===== src/design/gtl_pkg.sv =====
`default_nettype none
// ----------------------------------------------------------------------------
// gtl_pkg
// Shared types and constants of the grid tile layout block.
// ----------------------------------------------------------------------------
package gtl_pkg;

    localparam int COUNT_W = 7;
    localparam int AREA_W  = 14;
    localparam int POS_W   = 15;
    localparam int BORDER_W = 8;
    localparam int CFG_IDX_W = 3;
    localparam int DIVISOR_W = 7;

    // configuration register indexes
    localparam logic [CFG_IDX_W-1:0] REG_LAYOUT_MODE  = 3'd0;
    localparam logic [CFG_IDX_W-1:0] REG_AREA_X       = 3'd1;
    localparam logic [CFG_IDX_W-1:0] REG_AREA_Y       = 3'd2;
    localparam logic [CFG_IDX_W-1:0] REG_AREA_WIDTH   = 3'd3;
    localparam logic [CFG_IDX_W-1:0] REG_AREA_HEIGHT  = 3'd4;
    localparam logic [CFG_IDX_W-1:0] REG_BORDER_WIDTH = 3'd5;

    localparam logic MODE_GRID    = 1'b0;
    localparam logic MODE_MONOCLE = 1'b1;

    typedef logic [COUNT_W-1:0] count_t;

    typedef struct packed {
        logic                layout_mode;
        logic [AREA_W-1:0]   area_x;
        logic [AREA_W-1:0]   area_y;
        logic [AREA_W-1:0]   area_width;
        logic [AREA_W-1:0]   area_height;
        logic [BORDER_W-1:0] border_width;
    } cfg_t;

    typedef struct packed {
        logic                 start;
        logic [AREA_W-1:0]    dividend;
        logic [DIVISOR_W-1:0] divisor;
    } div_req_t;

    typedef struct packed {
        logic                 done;
        logic [AREA_W-1:0]    quotient;
        logic [DIVISOR_W-1:0] remainder;
    } div_rsp_t;

endpackage
`default_nettype wire


===== src/design/grid_tile_layout.sv =====
`default_nettype none
// ----------------------------------------------------------------------------
// grid_tile_layout
// Places a number of windows on a screen area as a column grid or monocle.
//
// A request on the s_ channel carries a window count; the m_ channel then
// delivers one rectangle per window, in order, with m_last_window set on the
// final one. A count of zero produces no rectangles; counts above
// MAX_WINDOWS are treated as MAX_WINDOWS.
// The cfg_ port writes the layout registers; write only while idle.
// Monocle mode goes from the taken request straight to the output; grid
// mode first runs the root search and then four divisions (load, 14
// quotient steps, hand-off) on the shared divider.
// After that one rectangle leaves per cycle unless m_ready stalls the
// stream. Two requests can queue while one is being worked on.
// A stalled m_ready holds the current rectangle and pauses the stream.
// Reset empties the queue, drops any layout in flight and restores the
// register defaults (grid mode, 1920 x 1080 at the origin, border 1).
// ----------------------------------------------------------------------------
module grid_tile_layout #(
    parameter int MAX_WINDOWS = 64
) (
    input  wire logic        aclk,
    input  wire logic        aresetn,
    input  wire logic        cfg_wr_en,
    input  wire logic [2:0]  cfg_index,
    input  wire logic [13:0] cfg_wdata,
    input  wire logic        s_valid,
    output logic             s_ready,
    input  wire logic [6:0]  s_window_count,
    output logic             m_valid,
    input  wire logic        m_ready,
    output logic [5:0]       m_window_index,
    output logic [14:0]      m_pos_x,
    output logic [14:0]      m_pos_y,
    output logic [13:0]      m_rect_width,
    output logic [13:0]      m_rect_height,
    output logic             m_last_window
);
    import gtl_pkg::*;

    cfg_t   cfg_reg;
    logic   q_pop;
    logic   q_not_empty;
    count_t q_count;

    always_ff @(posedge aclk) begin
        if (!aresetn) begin
            cfg_reg.layout_mode  <= MODE_GRID;
            cfg_reg.area_x       <= '0;
            cfg_reg.area_y       <= '0;
            cfg_reg.area_width   <= 14'd1920;
            cfg_reg.area_height  <= 14'd1080;
            cfg_reg.border_width <= 8'd1;
        end else if (cfg_wr_en) begin
            unique case (cfg_index)
                REG_LAYOUT_MODE:  cfg_reg.layout_mode  <= cfg_wdata[0];
                REG_AREA_X:       cfg_reg.area_x       <= cfg_wdata;
                REG_AREA_Y:       cfg_reg.area_y       <= cfg_wdata;
                REG_AREA_WIDTH:   cfg_reg.area_width   <= cfg_wdata;
                REG_AREA_HEIGHT:  cfg_reg.area_height  <= cfg_wdata;
                REG_BORDER_WIDTH: cfg_reg.border_width <= cfg_wdata[7:0];
                default: begin
                end
            endcase
        end
    end

    gtl_front #(
        .MAX_WINDOWS (MAX_WINDOWS)
    ) u_front (
        .aclk           (aclk),
        .aresetn        (aresetn),
        .s_valid        (s_valid),
        .s_ready        (s_ready),
        .s_window_count (s_window_count),
        .q_pop          (q_pop),
        .q_not_empty    (q_not_empty),
        .q_count        (q_count)
    );

    gtl_back u_back (
        .aclk           (aclk),
        .aresetn        (aresetn),
        .cfg            (cfg_reg),
        .q_not_empty    (q_not_empty),
        .q_count        (q_count),
        .q_pop          (q_pop),
        .m_valid        (m_valid),
        .m_ready        (m_ready),
        .m_window_index (m_window_index),
        .m_pos_x        (m_pos_x),
        .m_pos_y        (m_pos_y),
        .m_rect_width   (m_rect_width),
        .m_rect_height  (m_rect_height),
        .m_last_window  (m_last_window)
    );

endmodule
`default_nettype wire


===== src/design/gtl_queue.sv =====
`default_nettype none
// ----------------------------------------------------------------------------
// gtl_queue
// Two-entry queue of window counts between the front and the back.
// ----------------------------------------------------------------------------
module gtl_queue (
    input  wire logic            aclk,
    input  wire logic            aresetn,
    input  wire logic            push,
    input  wire gtl_pkg::count_t push_data,
    output logic                 full,
    input  wire logic            pop,
    output logic                 not_empty,
    output gtl_pkg::count_t      pop_data
);
    import gtl_pkg::*;

    count_t     entry_reg [2];
    logic       wr_ptr_reg;
    logic       rd_ptr_reg;
    logic [1:0] fill_reg;

    assign full      = (fill_reg == 2'd2);
    assign not_empty = (fill_reg != 2'd0);
    assign pop_data  = entry_reg[rd_ptr_reg];

    always_ff @(posedge aclk) begin
        if (push) begin
            entry_reg[wr_ptr_reg] <= push_data;
        end
    end

    always_ff @(posedge aclk) begin
        if (!aresetn) begin
            wr_ptr_reg <= 1'b0;
            rd_ptr_reg <= 1'b0;
            fill_reg   <= 2'd0;
        end else begin
            if (push) begin
                wr_ptr_reg <= ~wr_ptr_reg;
            end
            if (pop) begin
                rd_ptr_reg <= ~rd_ptr_reg;
            end
            if (push && !pop) begin
                fill_reg <= fill_reg + 2'd1;
            end else if (pop && !push) begin
                fill_reg <= fill_reg - 2'd1;
            end
        end
    end

endmodule
`default_nettype wire


===== src/design/gtl_front.sv =====
`default_nettype none
// ----------------------------------------------------------------------------
// gtl_front
// Takes layout requests, clamps the count and drops empty layouts.
// ----------------------------------------------------------------------------
module gtl_front #(
    parameter int MAX_WINDOWS = 64
) (
    input  wire logic            aclk,
    input  wire logic            aresetn,
    input  wire logic            s_valid,
    output logic                 s_ready,
    input  wire gtl_pkg::count_t s_window_count,
    input  wire logic            q_pop,
    output logic                 q_not_empty,
    output gtl_pkg::count_t      q_count
);
    import gtl_pkg::*;

    localparam int CNT_MAX = (1 << COUNT_W) - 1;
    localparam int CAP = (MAX_WINDOWS > CNT_MAX) ? CNT_MAX : MAX_WINDOWS;

    logic   q_full;
    logic   push;
    count_t clamped;

    always_comb begin
        clamped = s_window_count;
        if ({1'b0, s_window_count} > (COUNT_W + 1)'(CAP)) begin
            clamped = COUNT_W'(CAP);
        end
    end

    assign s_ready = !q_full;
    // a zero count produces nothing, so it never reaches the back
    assign push    = s_valid && s_ready && (clamped != '0);

    gtl_queue u_queue (
        .aclk      (aclk),
        .aresetn   (aresetn),
        .push      (push),
        .push_data (clamped),
        .full      (q_full),
        .pop       (q_pop),
        .not_empty (q_not_empty),
        .pop_data  (q_count)
    );

endmodule
`default_nettype wire


===== src/design/gtl_divider.sv =====
`default_nettype none
// ----------------------------------------------------------------------------
// gtl_divider
// Restoring divider, one quotient bit per cycle, shared by the back end.
// ----------------------------------------------------------------------------
module gtl_divider (
    input  wire logic              aclk,
    input  wire logic              aresetn,
    input  wire gtl_pkg::div_req_t req,
    output gtl_pkg::div_rsp_t      rsp
);
    import gtl_pkg::*;

    localparam logic [3:0] LAST_STEP = 4'(AREA_W - 1);

    logic                 busy_reg;
    logic                 done_reg;
    logic [3:0]           step_reg;
    logic [AREA_W-1:0]    quo_reg;
    logic [DIVISOR_W-1:0] rem_reg;
    logic [DIVISOR_W-1:0] dsr_reg;
    logic [DIVISOR_W:0]   trial;
    logic                 fits;

    assign trial = {rem_reg, quo_reg[AREA_W-1]};
    assign fits  = (trial >= {1'b0, dsr_reg});

    assign rsp.done      = done_reg;
    assign rsp.quotient  = quo_reg;
    assign rsp.remainder = rem_reg;

    always_ff @(posedge aclk) begin
        if (!aresetn) begin
            busy_reg <= 1'b0;
            done_reg <= 1'b0;
            step_reg <= '0;
        end else begin
            done_reg <= 1'b0;
            if (req.start && !busy_reg) begin
                busy_reg <= 1'b1;
                step_reg <= '0;
            end else if (busy_reg) begin
                step_reg <= step_reg + 4'd1;
                if (step_reg == LAST_STEP) begin
                    busy_reg <= 1'b0;
                    done_reg <= 1'b1;
                end
            end
        end
    end

    always_ff @(posedge aclk) begin
        if (req.start && !busy_reg) begin
            quo_reg <= req.dividend;
            rem_reg <= '0;
            dsr_reg <= req.divisor;
        end else if (busy_reg) begin
            quo_reg <= {quo_reg[AREA_W-2:0], fits};
            if (fits) begin
                rem_reg <= DIVISOR_W'(trial - {1'b0, dsr_reg});
            end else begin
                rem_reg <= trial[DIVISOR_W-1:0];
            end
        end
    end

endmodule
`default_nettype wire


===== src/design/gtl_back.sv =====
`default_nettype none
// ----------------------------------------------------------------------------
// gtl_back
// Works out the grid for one request and streams out its rectangles.
// ----------------------------------------------------------------------------
module gtl_back (
    input  wire logic            aclk,
    input  wire logic            aresetn,
    input  wire gtl_pkg::cfg_t   cfg,
    input  wire logic            q_not_empty,
    input  wire gtl_pkg::count_t q_count,
    output logic                 q_pop,
    output logic                 m_valid,
    input  wire logic            m_ready,
    output logic [5:0]           m_window_index,
    output logic [14:0]          m_pos_x,
    output logic [14:0]          m_pos_y,
    output logic [13:0]          m_rect_width,
    output logic [13:0]          m_rect_height,
    output logic                 m_last_window
);
    import gtl_pkg::*;

    localparam logic [2:0] S_IDLE = 3'd0;
    localparam logic [2:0] S_ROOT = 3'd1;
    localparam logic [2:0] S_ROWS = 3'd2;
    localparam logic [2:0] S_WID  = 3'd3;
    localparam logic [2:0] S_HM   = 3'd4;
    localparam logic [2:0] S_HO   = 3'd5;
    localparam logic [2:0] S_EMIT = 3'd6;

    logic [2:0]           state_reg;
    logic                 start_reg;
    logic                 mono_reg;
    count_t               n_reg;
    logic [3:0]           k_reg;
    logic [3:0]           cols_reg;
    count_t               other_rows_reg;
    count_t               main_rows_reg;
    logic [AREA_W-1:0]    w_avg_reg;
    logic [AREA_W-1:0]    w_main_reg;
    logic [AREA_W-1:0]    hm_q_reg;
    logic [DIVISOR_W-1:0] hm_r_reg;
    logic [AREA_W-1:0]    ho_q_reg;
    logic [DIVISOR_W-1:0] ho_r_reg;

    count_t               idx_reg;
    count_t               row_reg;
    logic                 in_main_reg;
    logic [POS_W-1:0]     x_reg;
    logic [POS_W-1:0]     y_reg;

    logic                 m_valid_reg;
    logic [5:0]           index_reg;
    logic [POS_W-1:0]     pos_x_reg;
    logic [POS_W-1:0]     pos_y_reg;
    logic [AREA_W-1:0]    width_reg;
    logic [AREA_W-1:0]    height_reg;
    logic                 last_reg;

    div_req_t             div_req;
    div_rsp_t             div_rsp;

    logic [4:0]           k_inc;
    logic [9:0]           k_sq;
    logic [8:0]           k_pron;
    logic [3:0]           cols_calc;
    logic [10:0]          full_rows;
    count_t               main_calc;
    logic [8:0]           border2;
    logic [AREA_W-1:0]    mono_w;
    logic [AREA_W-1:0]    mono_h;
    logic [AREA_W-1:0]    grid_w;
    logic [AREA_W-1:0]    grid_h;
    logic [AREA_W-1:0]    hq;
    logic [DIVISOR_W-1:0] hr;
    count_t               rc;
    logic                 col_end;
    logic                 is_last;
    logic                 load;

    gtl_divider u_div (
        .aclk    (aclk),
        .aresetn (aresetn),
        .req     (div_req),
        .rsp     (div_rsp)
    );

    // integer root search, one candidate per cycle
    assign k_inc     = {1'b0, k_reg} + 5'd1;
    assign k_sq      = {5'b0, k_inc} * {5'b0, k_inc};
    assign k_pron    = {5'b0, k_reg} * {4'b0, k_inc};
    assign cols_calc = (k_pron <= {2'b0, n_reg}) ? k_reg + 4'd1 : k_reg;

    // first column takes what the full columns leave
    assign full_rows = {7'b0, cols_reg - 4'd1} * {4'b0, div_rsp.quotient[DIVISOR_W-1:0]};
    assign main_calc = (full_rows < {4'b0, n_reg}) ?
                       COUNT_W'({4'b0, n_reg} - full_rows) : COUNT_W'(1);

    always_comb begin
        div_req.start    = start_reg;
        div_req.dividend = cfg.area_height;
        div_req.divisor  = main_rows_reg;
        unique case (state_reg)
            S_ROWS: begin
                div_req.dividend = AREA_W'({1'b0, n_reg} + {4'b0, cols_reg} - 8'd1);
                div_req.divisor  = {3'b0, cols_reg};
            end
            S_WID: begin
                div_req.dividend = cfg.area_width;
                div_req.divisor  = {3'b0, cols_reg};
            end
            S_HO: begin
                div_req.divisor  = other_rows_reg;
            end
            default: begin
            end
        endcase
    end

    assign border2 = {cfg.border_width, 1'b0};
    assign mono_w  = (cfg.area_width > {5'b0, border2}) ?
                     cfg.area_width - {5'b0, border2} : '0;
    assign mono_h  = (cfg.area_height > {5'b0, border2}) ?
                     cfg.area_height - {5'b0, border2} : '0;

    assign rc      = in_main_reg ? main_rows_reg : other_rows_reg;
    assign hq      = in_main_reg ? hm_q_reg : ho_q_reg;
    assign hr      = in_main_reg ? hm_r_reg : ho_r_reg;
    // row zero absorbs the height remainder
    assign grid_h  = (row_reg == '0) ? hq + {7'b0, hr} : hq;
    assign grid_w  = in_main_reg ? w_main_reg : w_avg_reg;
    assign col_end = ({1'b0, row_reg} + 8'd1) == {1'b0, rc};
    assign is_last = (idx_reg == n_reg - COUNT_W'(1));

    assign load    = (state_reg == S_EMIT) && (!m_valid_reg || m_ready);
    assign q_pop   = (state_reg == S_IDLE) && q_not_empty;

    assign m_valid        = m_valid_reg;
    assign m_window_index = index_reg;
    assign m_pos_x        = pos_x_reg;
    assign m_pos_y        = pos_y_reg;
    assign m_rect_width   = width_reg;
    assign m_rect_height  = height_reg;
    assign m_last_window  = last_reg;

    always_ff @(posedge aclk) begin
        if (!aresetn) begin
            state_reg   <= S_IDLE;
            start_reg   <= 1'b0;
            m_valid_reg <= 1'b0;
        end else begin
            start_reg <= 1'b0;
            if (load) begin
                m_valid_reg <= 1'b1;
            end else if (m_ready) begin
                m_valid_reg <= 1'b0;
            end
            unique case (state_reg)
                S_IDLE: begin
                    if (q_not_empty) begin
                        state_reg <= (cfg.layout_mode == MODE_MONOCLE) ? S_EMIT : S_ROOT;
                    end
                end
                S_ROOT: begin
                    if (k_sq > {3'b0, n_reg}) begin
                        state_reg <= S_ROWS;
                        start_reg <= 1'b1;
                    end
                end
                S_ROWS: begin
                    if (div_rsp.done) begin
                        state_reg <= S_WID;
                        start_reg <= 1'b1;
                    end
                end
                S_WID: begin
                    if (div_rsp.done) begin
                        state_reg <= S_HM;
                        start_reg <= 1'b1;
                    end
                end
                S_HM: begin
                    if (div_rsp.done) begin
                        state_reg <= S_HO;
                        start_reg <= 1'b1;
                    end
                end
                S_HO: begin
                    if (div_rsp.done) begin
                        state_reg <= S_EMIT;
                    end
                end
                S_EMIT: begin
                    if (load && is_last) begin
                        state_reg <= S_IDLE;
                    end
                end
                default: begin
                    state_reg <= S_IDLE;
                end
            endcase
        end
    end

    always_ff @(posedge aclk) begin
        if (q_pop) begin
            n_reg       <= q_count;
            mono_reg    <= cfg.layout_mode;
            k_reg       <= '0;
            idx_reg     <= '0;
            row_reg     <= '0;
            in_main_reg <= 1'b1;
            x_reg       <= {1'b0, cfg.area_x};
            y_reg       <= {1'b0, cfg.area_y};
        end
        if (state_reg == S_ROOT) begin
            if (k_sq <= {3'b0, n_reg}) begin
                k_reg <= k_inc[3:0];
            end else begin
                cols_reg <= cols_calc;
            end
        end
        if (div_rsp.done) begin
            unique case (state_reg)
                S_ROWS: begin
                    other_rows_reg <= div_rsp.quotient[DIVISOR_W-1:0];
                    main_rows_reg  <= main_calc;
                end
                S_WID: begin
                    w_avg_reg  <= div_rsp.quotient;
                    w_main_reg <= div_rsp.quotient + {7'b0, div_rsp.remainder};
                end
                S_HM: begin
                    hm_q_reg <= div_rsp.quotient;
                    hm_r_reg <= div_rsp.remainder;
                end
                S_HO: begin
                    ho_q_reg <= div_rsp.quotient;
                    ho_r_reg <= div_rsp.remainder;
                end
                default: begin
                end
            endcase
        end
        if (load) begin
            index_reg <= idx_reg[5:0];
            last_reg  <= is_last;
            idx_reg   <= idx_reg + COUNT_W'(1);
            if (mono_reg) begin
                pos_x_reg  <= {1'b0, cfg.area_x};
                pos_y_reg  <= {1'b0, cfg.area_y};
                width_reg  <= mono_w;
                height_reg <= mono_h;
            end else begin
                pos_x_reg  <= x_reg;
                pos_y_reg  <= y_reg;
                width_reg  <= grid_w;
                height_reg <= grid_h;
                // next column starts at the top, one column width to the right
                if (col_end) begin
                    row_reg     <= '0;
                    in_main_reg <= 1'b0;
                    x_reg       <= x_reg + {1'b0, grid_w};
                    y_reg       <= {1'b0, cfg.area_y};
                end else begin
                    row_reg <= row_reg + COUNT_W'(1);
                    y_reg   <= y_reg + {1'b0, grid_h};
                end
            end
        end
    end

endmodule
`default_nettype wire


===== config.mk =====
export PLATFORM = sky130hd
export DESIGN_NAME = grid_tile_layout
export DESIGN_NICKNAME = d
export VERILOG_FILES = /design/src/design/gtl_pkg.sv /design/src/design/grid_tile_layout.sv /design/src/design/gtl_queue.sv /design/src/design/gtl_front.sv /design/src/design/gtl_divider.sv /design/src/design/gtl_back.sv
export SDC_FILE = /design/constraint.sdc
export NUM_CORES = 1
export LEC_CHECK = 0
export BUFFER_PORTS_ARGS = -buffer_cell sky130_fd_sc_hd__buf_2
export CORE_AREA = 3 3 243 245
export CTS_CLUSTER_SIZE = 24
export DETAILED_ROUTE_END_ITERATION = 7
export DIE_AREA = 0 0 246 248
export PLACE_DENSITY = 0.49
export SYNTH_ARGS = -nofsm -noshare
export SYNTH_HDL_FRONTEND = slang
export SYNTH_SLANG_ARGS = --single-unit

===== constraint.sdc =====
create_clock -name aclk -period 10.4 [get_ports aclk]
set_input_delay 2.6 -clock aclk [delete_from_list [all_inputs] [get_ports aclk]]
set_output_delay 2.6 -clock aclk [all_outputs]
set_load 0.05 [all_outputs]

# Yosys cells after proc, flatten, opt, wreduce, memory -nomap -nowiden
# Memory sizes are Yosys's and may differ from the RTL's. A register that Yosys moved wholly into a read port is not among the register bits.
# Cells that the tools add are included.
# W data, S select, Z words.
[word_totals]
mem_bits_rw = 14
memories = 1
ff_bits = 311
output_inout_bits = 67
input_bits = 29
[mem_list]
columns = ["memory", "depth", "width", "rd", "rd_clocked_by_memory_dff", "write_ports", "line_no", "text"]
rows = [
  ["u_front.u_queue.entry_reg", 2, 7, 1, 1, 1, "gtl_queue.sv:18", "count_t entry_reg [2];"],
]
[op_classes]
multipliers = 3
bitwise_logic = 5
eq_ne = 22
addsub = 20
n_lt_le_gt_ge = 8
reduce_logical = 39
n_mux = 61
[op_table]
columns = ["cell", "n"]
rows = [
  ["$mux W14", 11],
  ["$mux W15", 8],
  ["$mux W7", 10],
  ["$add A15 B14 Y15", 2],
  ["$add A14 B7 Y14", 2],
  ["$gt A14 B9 Y1", 2],
  ["$pmux W14 S2", 1],
  ["$sub A14 B9 Y14", 2],
  ["$mux W3", 8],
  ["$reduce_and A2 Y1", 11],
  ["$pmux W3 S7", 1],
  ["$mux W4", 4],
  ["$eq A3 B3 Y1 const B", 5],
  ["$add A7 B1 Y7 const B", 2],
  ["$mux W1", 14],
  ["$pmux W7 S2", 1],
  ["$sub A14 B1 Y14 const B", 1],
  ["$sub A7 B7 Y7", 2],
  ["$eq A3 B2 Y1 const B", 4],
  ["$lt A11 B7 Y1", 1],
  ["$mul A4 B7 Y11", 1],
  ["$gt A10 B7 Y1", 1],
  ["$le A10 B7 Y1", 1],
  ["$mul A5 B5 Y10", 1],
  ["other kinds (32)", 62],
]

# Depth between registers and ports, before layout
# Gate-level depths: netlist (run 1).
[depth]
ltp_word = 8
depth_mapped = 21
ltp_nobuf = 21

# Hierarchy
# From an unflattened synthesis (run 1), not the netlist that was laid out.
[unflattened]
hier_cells = 1944
area_unflattened_um2 = 20090.5
[modules_own_cells]
columns = ["mod", "area_per_inst_um2", "seq_area_each_um2", "n_inst", "cells_per_inst"]
rows = [
  ["gtl_back", 15005.6, 5985.7, 1, 1489],
  ["grid_tile_layout", 2493.6, 1301.2, 1, 243],
  ["gtl_divider", 1776.7, 890.9, 1, 156],
  ["gtl_queue", 725.7, 520.5, 1, 44],
  ["gtl_front", 88.8, 0.0, 1, 12],
]

# Least setup slack after synthesis (run 1)
# Ideal clock, no wire load.
[synth_path]
path_kind = "input port to flip-flop"
startpoint = "in m_ready"
endpoint = "reg u_back.row_reg[2]"
arrival_time_ps = 5446
slack_ps = 4880
setup_time_ps = 74
required_time_ps = 10326
stages = 9
path_buffers = 2
path_cell_list = "nor2b_1 -> or3_1 -> buf_2 -> inv_1 -> nand2_1 -> a21oi_4 -> buf_2 -> nand2_1 -> o21ai_0"
[synth_between]
elab_chain_cells = 3
[synth_rtl]
columns = ["element", "line_no", "text"]
rows = [
  ["start, declared", "grid_tile_layout.sv:32", "input wire logic m_ready,"],
  ["$logic_or A1 B1 Y1", "gtl_back.sv:136", "assign load = (state_reg == S_EMIT) && (!m_valid_reg || m_ready);"],
  ["$logic_and A1 B1 Y1", "gtl_back.sv:136", ""],
  ["via u_back.load", "gtl_back.sv:80", "logic load;"],
  ["$mux W7", "gtl_back.sv:246", "if (load) begin"],
  ["end signal, assigned", "gtl_back.sv:267", "row_reg <= row_reg + COUNT_W'(1);"],
  ["end, declared", "gtl_back.sv:48", "count_t row_reg;"],
]
# The timed path passes the listed nets, and every way through them passes these cells.
# A chain may end at the register's enable or synchronous reset.

# Final worst setup path (run 1)
[layout_path]
startpoint = "reg u_back.k_reg[0]"
endpoint = "reg u_back.state_reg[1]"
[layout_between]
elab_chain_cells = 5
[layout_rtl]
columns = ["element", "line_no", "text"]
rows = [
  ["start, declared", "gtl_back.sv:36", "logic [3:0] k_reg;"],
  ["start signal, assigned", "gtl_back.sv:219", "k_reg <= k_inc[3:0];"],
  ["$add A4 B1 Y5", "gtl_back.sv:90", "assign k_inc = {1'b0, k_reg} + 5'd1;"],
  ["$mul A5 B5 Y10", "gtl_back.sv:91", "assign k_sq = {5'b0, k_inc} * {5'b0, k_inc};"],
  ["$gt A10 B7 Y1", "gtl_back.sv:166", "if (k_sq > {3'b0, n_reg}) begin"],
  ["$ne A2 B1 Y1 (no source line)", "n/a", ""],
  ["$reduce_and A7 Y1 (no source line)", "n/a", ""],
  ["end signal, assigned", "gtl_back.sv:162", "state_reg <= (cfg.layout_mode == MODE_MONOCLE) ? S_EMIT : S_ROOT;"],
  ["end, declared", "gtl_back.sv:32", "logic [2:0] state_reg;"],
]
# No other way between the ends.

==> impl_metrics.tcl, run 1 <==
set metrics [dict create \
    critPathLaunchType "flip-flop" \
    cp-startpoint "u_back.k_reg[0]" \
    p_comb_frac 0.355 \
    ir_drop_mv 0.106 \
    leakage_uw 0.00901 \
    relSlewSlack 0.251 \
    syn_avg_cell_area_um2 9.85 \
    die_h_um 248 \
    synth_ff_type "edfxtp_1" \
    ys_top_cells_by_area "edfxtp_1 31%, dfxtp_1 13%, ha_1 9.0%" \
    rows 88 \
    grt_pass1_wl_um 87600 \
    finalSetupTns_ns 0 \
    dieWidth_um 246 \
    final_util 0.391 \
    clkPwrFrac 0.282 \
    grt-ovfl-total 0 \
    n_fill_cell 5636 \
    ant_nets 0 \
    hold_viol 0 \
    worst_slew_pin_slew_ns 1.12 \
    clock_path_buffers 3 \
    reg2reg_from "u_back.k_reg[0]" \
    place_congestion 0.882 \
    placement.setup.worst_slack_ns 4.81 \
    syn_to_final_growth_pct 12.6 \
    status "finished clean" \
    power_frac_seq 0.364 \
    initial_core_util 0.347 \
    rsz0062_at_grt "no" \
    synth-edff-count 203 \
    largest_reg_flops 65 \
    cts_tree "built" \
    intPower_uw 3180 \
    crit_path_end_kind "flip-flop" \
    drcViolationCount 0 \
    power.density_nw_per_um2 227 \
    cts_hold_buf 0 \
    vias 15056 \
    wl_per_cell_um 19.7 \
    cp_max_fo 13 \
    crit_path_cell_trace "inv_1 > ha_1 > or2_2 > fa_1 > fa_1 > inv_1 > ha_1 > a31o_2 > ha_1 > a21oi_1 > xnor2_1 > ha_1 > nand3_1 > o22ai_1 > nor3_1 > a21oi_1 > nor4_4 > nand3_2 > nor2b_1" \
    synth_area_um2 19900 \
    path_common_cell "ha_1" \
    cts-resized-gates 0 \
    grt_pass1_vias 14883 \
    yosysUniqueCellTypes 87 \
    io_buffers 95 \
    async_flop_share 0 \
    nets 2290 \
    arrival_ns 6.01 \
    antenna_found_initial 1 \
    clkTransAtPathRegs_ns 0.06 \
    layout-drive-gt1-share 0.125 \
    swShare 0.376 \
    placed_cells 2814 \
    crit_type "flip-flop to flip-flop" \
    avgViaCountPerCell 5.22 \
    place_hpwl_um 42200 \
    cts_num_sinks 332 \
    multi_input_area_um2 10400 \
    grt_max_degree 67 \
    setup_viol 0 \
    drt-pass1-iter-count 5 \
    ys_ff_latch 332 \
    cts_buffers 39 \
    max_freq_mhz 179 \
    period_minus_slack_ns 5.58 \
    worstHoldStart "cfg_reg[4]" \
    drtIter0Drc 931 \
    timing.final.ws_setup_ns 4.82 \
    ys_seq_area_frac 0.436 \
    skew_ns 0.0307 \
    max_cap_violations 0 \
    final_cells 2886 \
    hp-class "flip-flop to flip-flop" \
    die-area_um2 61000 \
    report.final.slew_viol_count 0 \
    clock_latency_ns 0.57 \
    wirelength_um 56800 \
    grt_usage 0.186 \
    register_area_um2 8680 \
    netlist_instances 2021 \
    p_switching_uw 1910 \
    postCtsSetupRepairBufs 0 \
    crit_slowest_cell "dfxtp_1" \
    io_pins 96 \
    critPathRequiredTime_ns 10.83 \
    cts-root-buf "clkbuf_16" \
    yosysTopAreaCellShare 0.306 \
    yosysWarnings 0 \
    fin_crit_sh 0.536 \
    h-tree-depth 2 \
    coreArea_um2 57400 \
    synth_fp_nets 2221 \
    synth_top_area_cell "edfxtp_1" \
    worst_path_largest_cell_delay_ns 0.62 \
]
-- synthesized netlist by cell type, types with 22 or more instances --
| cell | n |
|---|---|
| nand2_1 | 280 |
| edfxtp_1 | 203 |
| a21oi_1 | 152 |
| ha_1 | 144 |
| inv_1 | 138 |
| dfxtp_1 | 129 |
| nor2_1 | 114 |
| o21ai_0 | 86 |
| xnor2_1 | 67 |
| mux2_2 | 65 |
| clkbuf_1 | 53 |
| nand3_1 | 50 |
| mux2i_1 | 47 |
| xor2_1 | 43 |
| nor2b_1 | 36 |
| nor3_1 | 28 |
| fa_1 | 27 |
| a21o_1 | 24 |
| nand2b_1 | 23 |
| o2bb2ai_1 | 22 |
-- cells in the final DEF, fill, tap and decap left out, drive strengths merged, types with 24 or more instances in the layout --
cell type    n
a21o        24
inv        143
nor3        28
nand2      280
a21oi      154
edfxtp     203
mux2i       47
xnor2       67
dfxtp      129
o21ai       90
clkbuf      49
nor2b       36
nor2       114
fa          27
nand3       52
xor2        43
ha         144
mux2        65
buf        106
-- critical path, delay by kind of cell, from the launching register on --
family	cells	cell delay, ns
adder cells (fa/ha/maj)	6	2.25
AND/OR/NAND/NOR	6	1.48
AO/OA/AOI/OAI	4	0.69
flip-flops	1	0.62
buffers and inverters	2	0.24
XOR/XNOR	1	0.17
-- routing by layer --
layer,vias to the layer above,global-route usage,part of all wire
met3,118,0.0244,0.044
li1,7342,-,-
met4,0,0.0842,0.044
met2,391,0.307,0.46
met1,7205,0.245,0.45
met5,-,0,0
-- per-stage QoR --
stage / hold WS, ns / total power (uW) / area (um2)
after floorplan: 0.421 / 3130 / 19900
after global placement: 0.442 / 3660 / 21100
after detailed placement: 0.449 / 3690 / 21100
after CTS: 0.460 / 5150 / 22400
after global routing: 0.480 / 5430 / 22400
final: 0.460 / 5100 / 22400
-- layout make-up --
type                    instances  share of cell area
multi-input cells            1468               0.462
flip-flops and latches        332               0.387
repair buffers                106              0.0249
well taps                     765              0.0427
clock buffers                  49              0.0457
inverters                     143              0.0240
diodes                          1            0.000112
clock inverters                22              0.0132
-- power groups by stage --
stage               clock network (uW)  registers, uW  logic, uW
CTS                               1470           1850       1820
global placement                     0           1880       1790
floorplan                            0           1760       1370
global route                      1520           1870       2030
finish                            1440           1850       1810
detailed placement                   0           1880       1810
-- kinds of logic after synthesis --
group	Yosys count	synth area share
AO/OA/AOI/OAI	444	0.144
XOR/XNOR	112	0.0507
adder cells (fa/ha/maj)	171	0.118
buffers and inverters	221	0.0444
flip-flops	332	0.436
multiplexers	112	0.0604
AND/OR/NAND/NOR	629	0.147
-- final timing paths --
| path | end | slack, ns | depth (start not counted) |
|---|---|---|---|
| worst max-delay path | u_back.state_reg[1] | 4.82 | 19 |
| worst min-delay path | cfg_reg[4] | 0.46 | 2 |
| worst max register to register | u_back.state_reg[1] | 4.82 | 19 |
| worst min register to register | cfg_reg[4] | 0.46 | 2 |
Power figures use the tool's default switching activity.
==> inputs of run 2 (changes only) <==
--- a/config.mk
+++ b/config.mk
@@ -5,11 +5,12 @@
 export SDC_FILE = /design/constraint.sdc
 export NUM_CORES = 1
 export LEC_CHECK = 0
+export ABC_AREA = 1
 export BUFFER_PORTS_ARGS = -buffer_cell sky130_fd_sc_hd__buf_2
-export CORE_AREA = 3 3 243 245
+export CORE_AREA = 3 3 244 246
 export CTS_CLUSTER_SIZE = 24
 export DETAILED_ROUTE_END_ITERATION = 7
-export DIE_AREA = 0 0 246 248
+export DIE_AREA = 0 0 247 249
 export PLACE_DENSITY = 0.49
 export SYNTH_ARGS = -nofsm -noshare
 export SYNTH_HDL_FRONTEND = slang
==> constraint.sdc (replaced) <==
create_clock -name aclk -period 5.46 [get_ports aclk]
set_input_delay 1.365 -clock aclk [delete_from_list [all_inputs] [get_ports aclk]]
set_output_delay 1.365 -clock aclk [all_outputs]
set_load 0.05 [all_outputs]
==> run 2 against run 1 <==
Combinational power rose by 90%; sequential power up 83%; maximum frequency increased by 14%; final cell count rose by 13%; count of clock-buffer cells in the layout up 2; utilization up 0.061 points; clock power is 88% higher; via count grew 8.9%; critical endpoint is now u_back.cols_reg[2]; largest cell class unchanged; highest routed layer is now met5.
==> impl_metrics.tcl, run 2 <==
set metrics [dict create \
    grt_pass1_vias 15871 \
    grt-ovfl-total 0 \
    die_h_um 249 \
    timing.final.ws_setup_ns 0.581 \
    arrival_ns 5.15 \
    dieWidth_um 247 \
    max_cap_violations 0 \
    drcViolationCount 0 \
    clkTransAtPathRegs_ns 0.05 \
    h-tree-depth 2 \
    cts_num_sinks 332 \
    avgViaCountPerCell 5.01 \
    synth_ff_type "edfxtp_1" \
    intPower_uw 5780 \
    antenna_found_initial 2 \
    cts-root-buf "clkbuf_16" \
    io_pins 96 \
    wl_per_cell_um 18.3 \
    synthSimpleGateAreaFrac 0.197 \
    final_cell_mix "525 x nand2_1, 295 x inv_1, 203 x edfxtp_1" \
    yosysWarnings 0 \
    regToRegEndpoint "u_back.cols_reg[2]" \
    synthXorXnorAreaFrac 0.0412 \
    final_cells 3270 \
    drtIter0Drc 1014 \
    yosysTopAreaCellShare 0.305 \
    placed_cells 3194 \
    cts_hold_buf 0 \
    skew_ns 0.0306 \
    syn_to_final_growth_pct 12.7 \
    diodes 0 \
    worstHoldStart "cfg_reg[36]" \
    ant_nets 0 \
    ys_ff_latch 332 \
    synth-edff-count 203 \
    clkPwrFrac 0.284 \
    relSlewSlack 0.228 \
    ys_top_cells_by_area "edfxtp_1 30%, dfxtp_1 13%, nand2_1 9.9%" \
    synth_area_um2 20000 \
    fin_crit_sh 0.894 \
    report.final.slew_viol_count 0 \
    clock_path_buffers 3 \
    coreArea_um2 57600 \
    yosysUniqueCellTypes 53 \
    cts_buffers 41 \
    layout-drive-gt1-share 0.0870 \
    io_buffers 95 \
    crit_type "flip-flop to flip-flop" \
    rsz0062_at_grt "no" \
    grt_max_degree 62 \
    muxShareOfSynthArea 0.00450 \
    wirelength_um 59900 \
    ys_seq_area_frac 0.434 \
    power.density_nw_per_um2 423 \
    clock_latency_ns 0.59 \
    power.total_uw 9530 \
    ir_drop_mv 0.221 \
    p_switching_uw 3750 \
    max_freq_mhz 205 \
    netlist_top_cells_count "525 x nand2_1, 296 x inv_1, 203 x edfxtp_1" \
    synth_fp_nets 2589 \
    cts_tree "built" \
    synth_most_common_cell "nand2_1" \
    finalSetupTns_ns 0 \
    setup_viol 0 \
    synth_compound_area_frac 0.131 \
    nets 2672 \
    hp-class "flip-flop to flip-flop" \
    hold_viol 0 \
    synth_top_family_by_area "simple AND/OR/NAND/NOR gates" \
    synth_top_area_cell "edfxtp_1" \
    netlist_instances 2389 \
    rows 88 \
    final_common_cell "nand2_1" \
    grt_usage 0.195 \
    place_hpwl_um 45600 \
    period_minus_slack_ns 4.88 \
    leakage_uw 0.0101 \
    yosys.area_share.adder 0.117 \
    worst_slew_pin_slew_ns 1.15 \
    hold_path_end "u_back.y_reg[0]" \
    placement.setup.worst_slack_ns 0.344 \
    place_congestion 0.892 \
    drt-pass1-iter-count 7 \
    postCtsSetupRepairBufs 0 \
    crit_path_end_kind "flip-flop" \
    async_flop_share 0 \
    grt_pass1_wl_um 92900 \
    worstHoldPathCells 2 \
    critPathRequiredTime_ns 5.73 \
    ff2ff_setup_slack_ns 0.58 \
    reg2reg_from "u_back.k_reg[2]" \
    worst-r2r-cell-count 22 \
    largest_reg_flops 65 \
    p_comb_frac 0.362 \
    cp_max_fo 8 \
    syn_avg_cell_area_um2 8.37 \
    swShare 0.393 \
    status "finished clean" \
    die-area_um2 61500 \
    power_frac_seq 0.355 \
    critPathLaunchType "flip-flop" \
    vias 16392 \
    initial_core_util 0.347 \
]
==> run 2: cell count changes after synthesis, sizes merged, moves of 23 or more <==
cell | before | now
nor2b | 36 | 0
nand2 | 280 | 531
xnor2 | 67 | 30
nand2b | 23 | 0
nor2 | 114 | 201
nand3 | 52 | 107
inv | 140 | 307
mux2 | 65 | 0
o21ai | 90 | 201
mux2i | 47 | 9
==> run 2: power by group through the flow <==
| stage | Clock [uW] | Combinational (uW) | Sequential [uW] |
|---|---|---|---|
| floorplan | 0 | 2500 | 3370 |
| global placement | 0 | 3400 | 3430 |
| detailed placement | 0 | 3430 | 3440 |
| CTS | 2770 | 3450 | 3390 |
| global route | 2870 | 3930 | 3430 |
| finish | 2700 | 3440 | 3380 |
==> run 2: logic make-up after synthesis <==
logic type | Yosys count
adder cells (fa/ha/maj) | 171
buffers and inverters | 380
XOR/XNOR | 94
AND/OR/NAND/NOR | 936
AO/OA/AOI/OAI | 467
flip-flops | 332
multiplexers | 9
==> run 2: what timing repair did <==
action | CTS | global route
hold endpoints to repair | 0 | 0
gates resized for setup | 0 | 2
setup endpoints to repair | 0 | 7
==> run 2: how the worst max path moves through the flow <==
stage	start	endpoint	slack, ns	cells past startpoint
2_1_floorplan	u_back.k_reg[0]	u_back.state_reg[1]	0.88	24
3_3_place_gp	u_back.k_reg[0]	u_back.state_reg[0]	0.45	22
3_5_place_dp	u_back.k_reg[0]	u_back.state_reg[1]	0.34	23
4_1_cts	u_back.k_reg[0]	u_back.state_reg[1]	0.32	23
5_1_grt	u_back.k_reg[2]	u_back.state_reg[1]	0.12	23
6_report	u_back.k_reg[2]	u_back.cols_reg[2]	0.58	22
==> run 2: metal layers <==
layer  wire [um]  track usage  vias up  part of all wire
met4        2380       0.0718        2             0.040
met5          13            0        -           0.00022
met1       26700        0.257     7701              0.45
met2       27800        0.320      374              0.47
li1            -            -     8206                 -
met3        2930       0.0313      109             0.049
==> run 2: per-stage QoR <==
| stage | hold slack (ns) | util | cell area (um2) |
|---|---|---|---|
| floorplan | 0.444 | - | 20000 |
| global placement | 0.453 | 0.368 | 21200 |
| detailed placement | 0.462 | 0.368 | 21200 |
| CTS | 0.470 | 0.391 | 22500 |
| global route | 0.496 | 0.391 | 22500 |
| finish | 0.471 | 0.391 | 22500 |
==> run 2: final cells by class <==
type	count	area (um2)
sequential	332	8680
multi-input combinational	1677	9840
fill	5813	35000
clock inverter	25	249
timing repair buffer	108	573
tap	765	957
clock buffer	51	1060
inverter	312	1170
==> run 2: worst max-delay path, cell delays in order, from the launching register on <==
cell and delay, ns:
dfxtp_1 0.51, nand3_1 0.13, ha_1 0.37, inv_1 0.19, nand2_1 0.14, fa_1 0.48
fa_1 0.52, inv_1 0.04, ha_1 0.27, a31o_2 0.23, ha_1 0.34, xor2_1 0.18
ha_1 0.29, nand2_1 0.07, nor2_1 0.14, nand3_1 0.08, nand3_1 0.09, nand2_1 0.05
nand2_1 0.05, nand2_1 0.09, nand3_1 0.11, nand2_1 0.07, inv_1 0.14
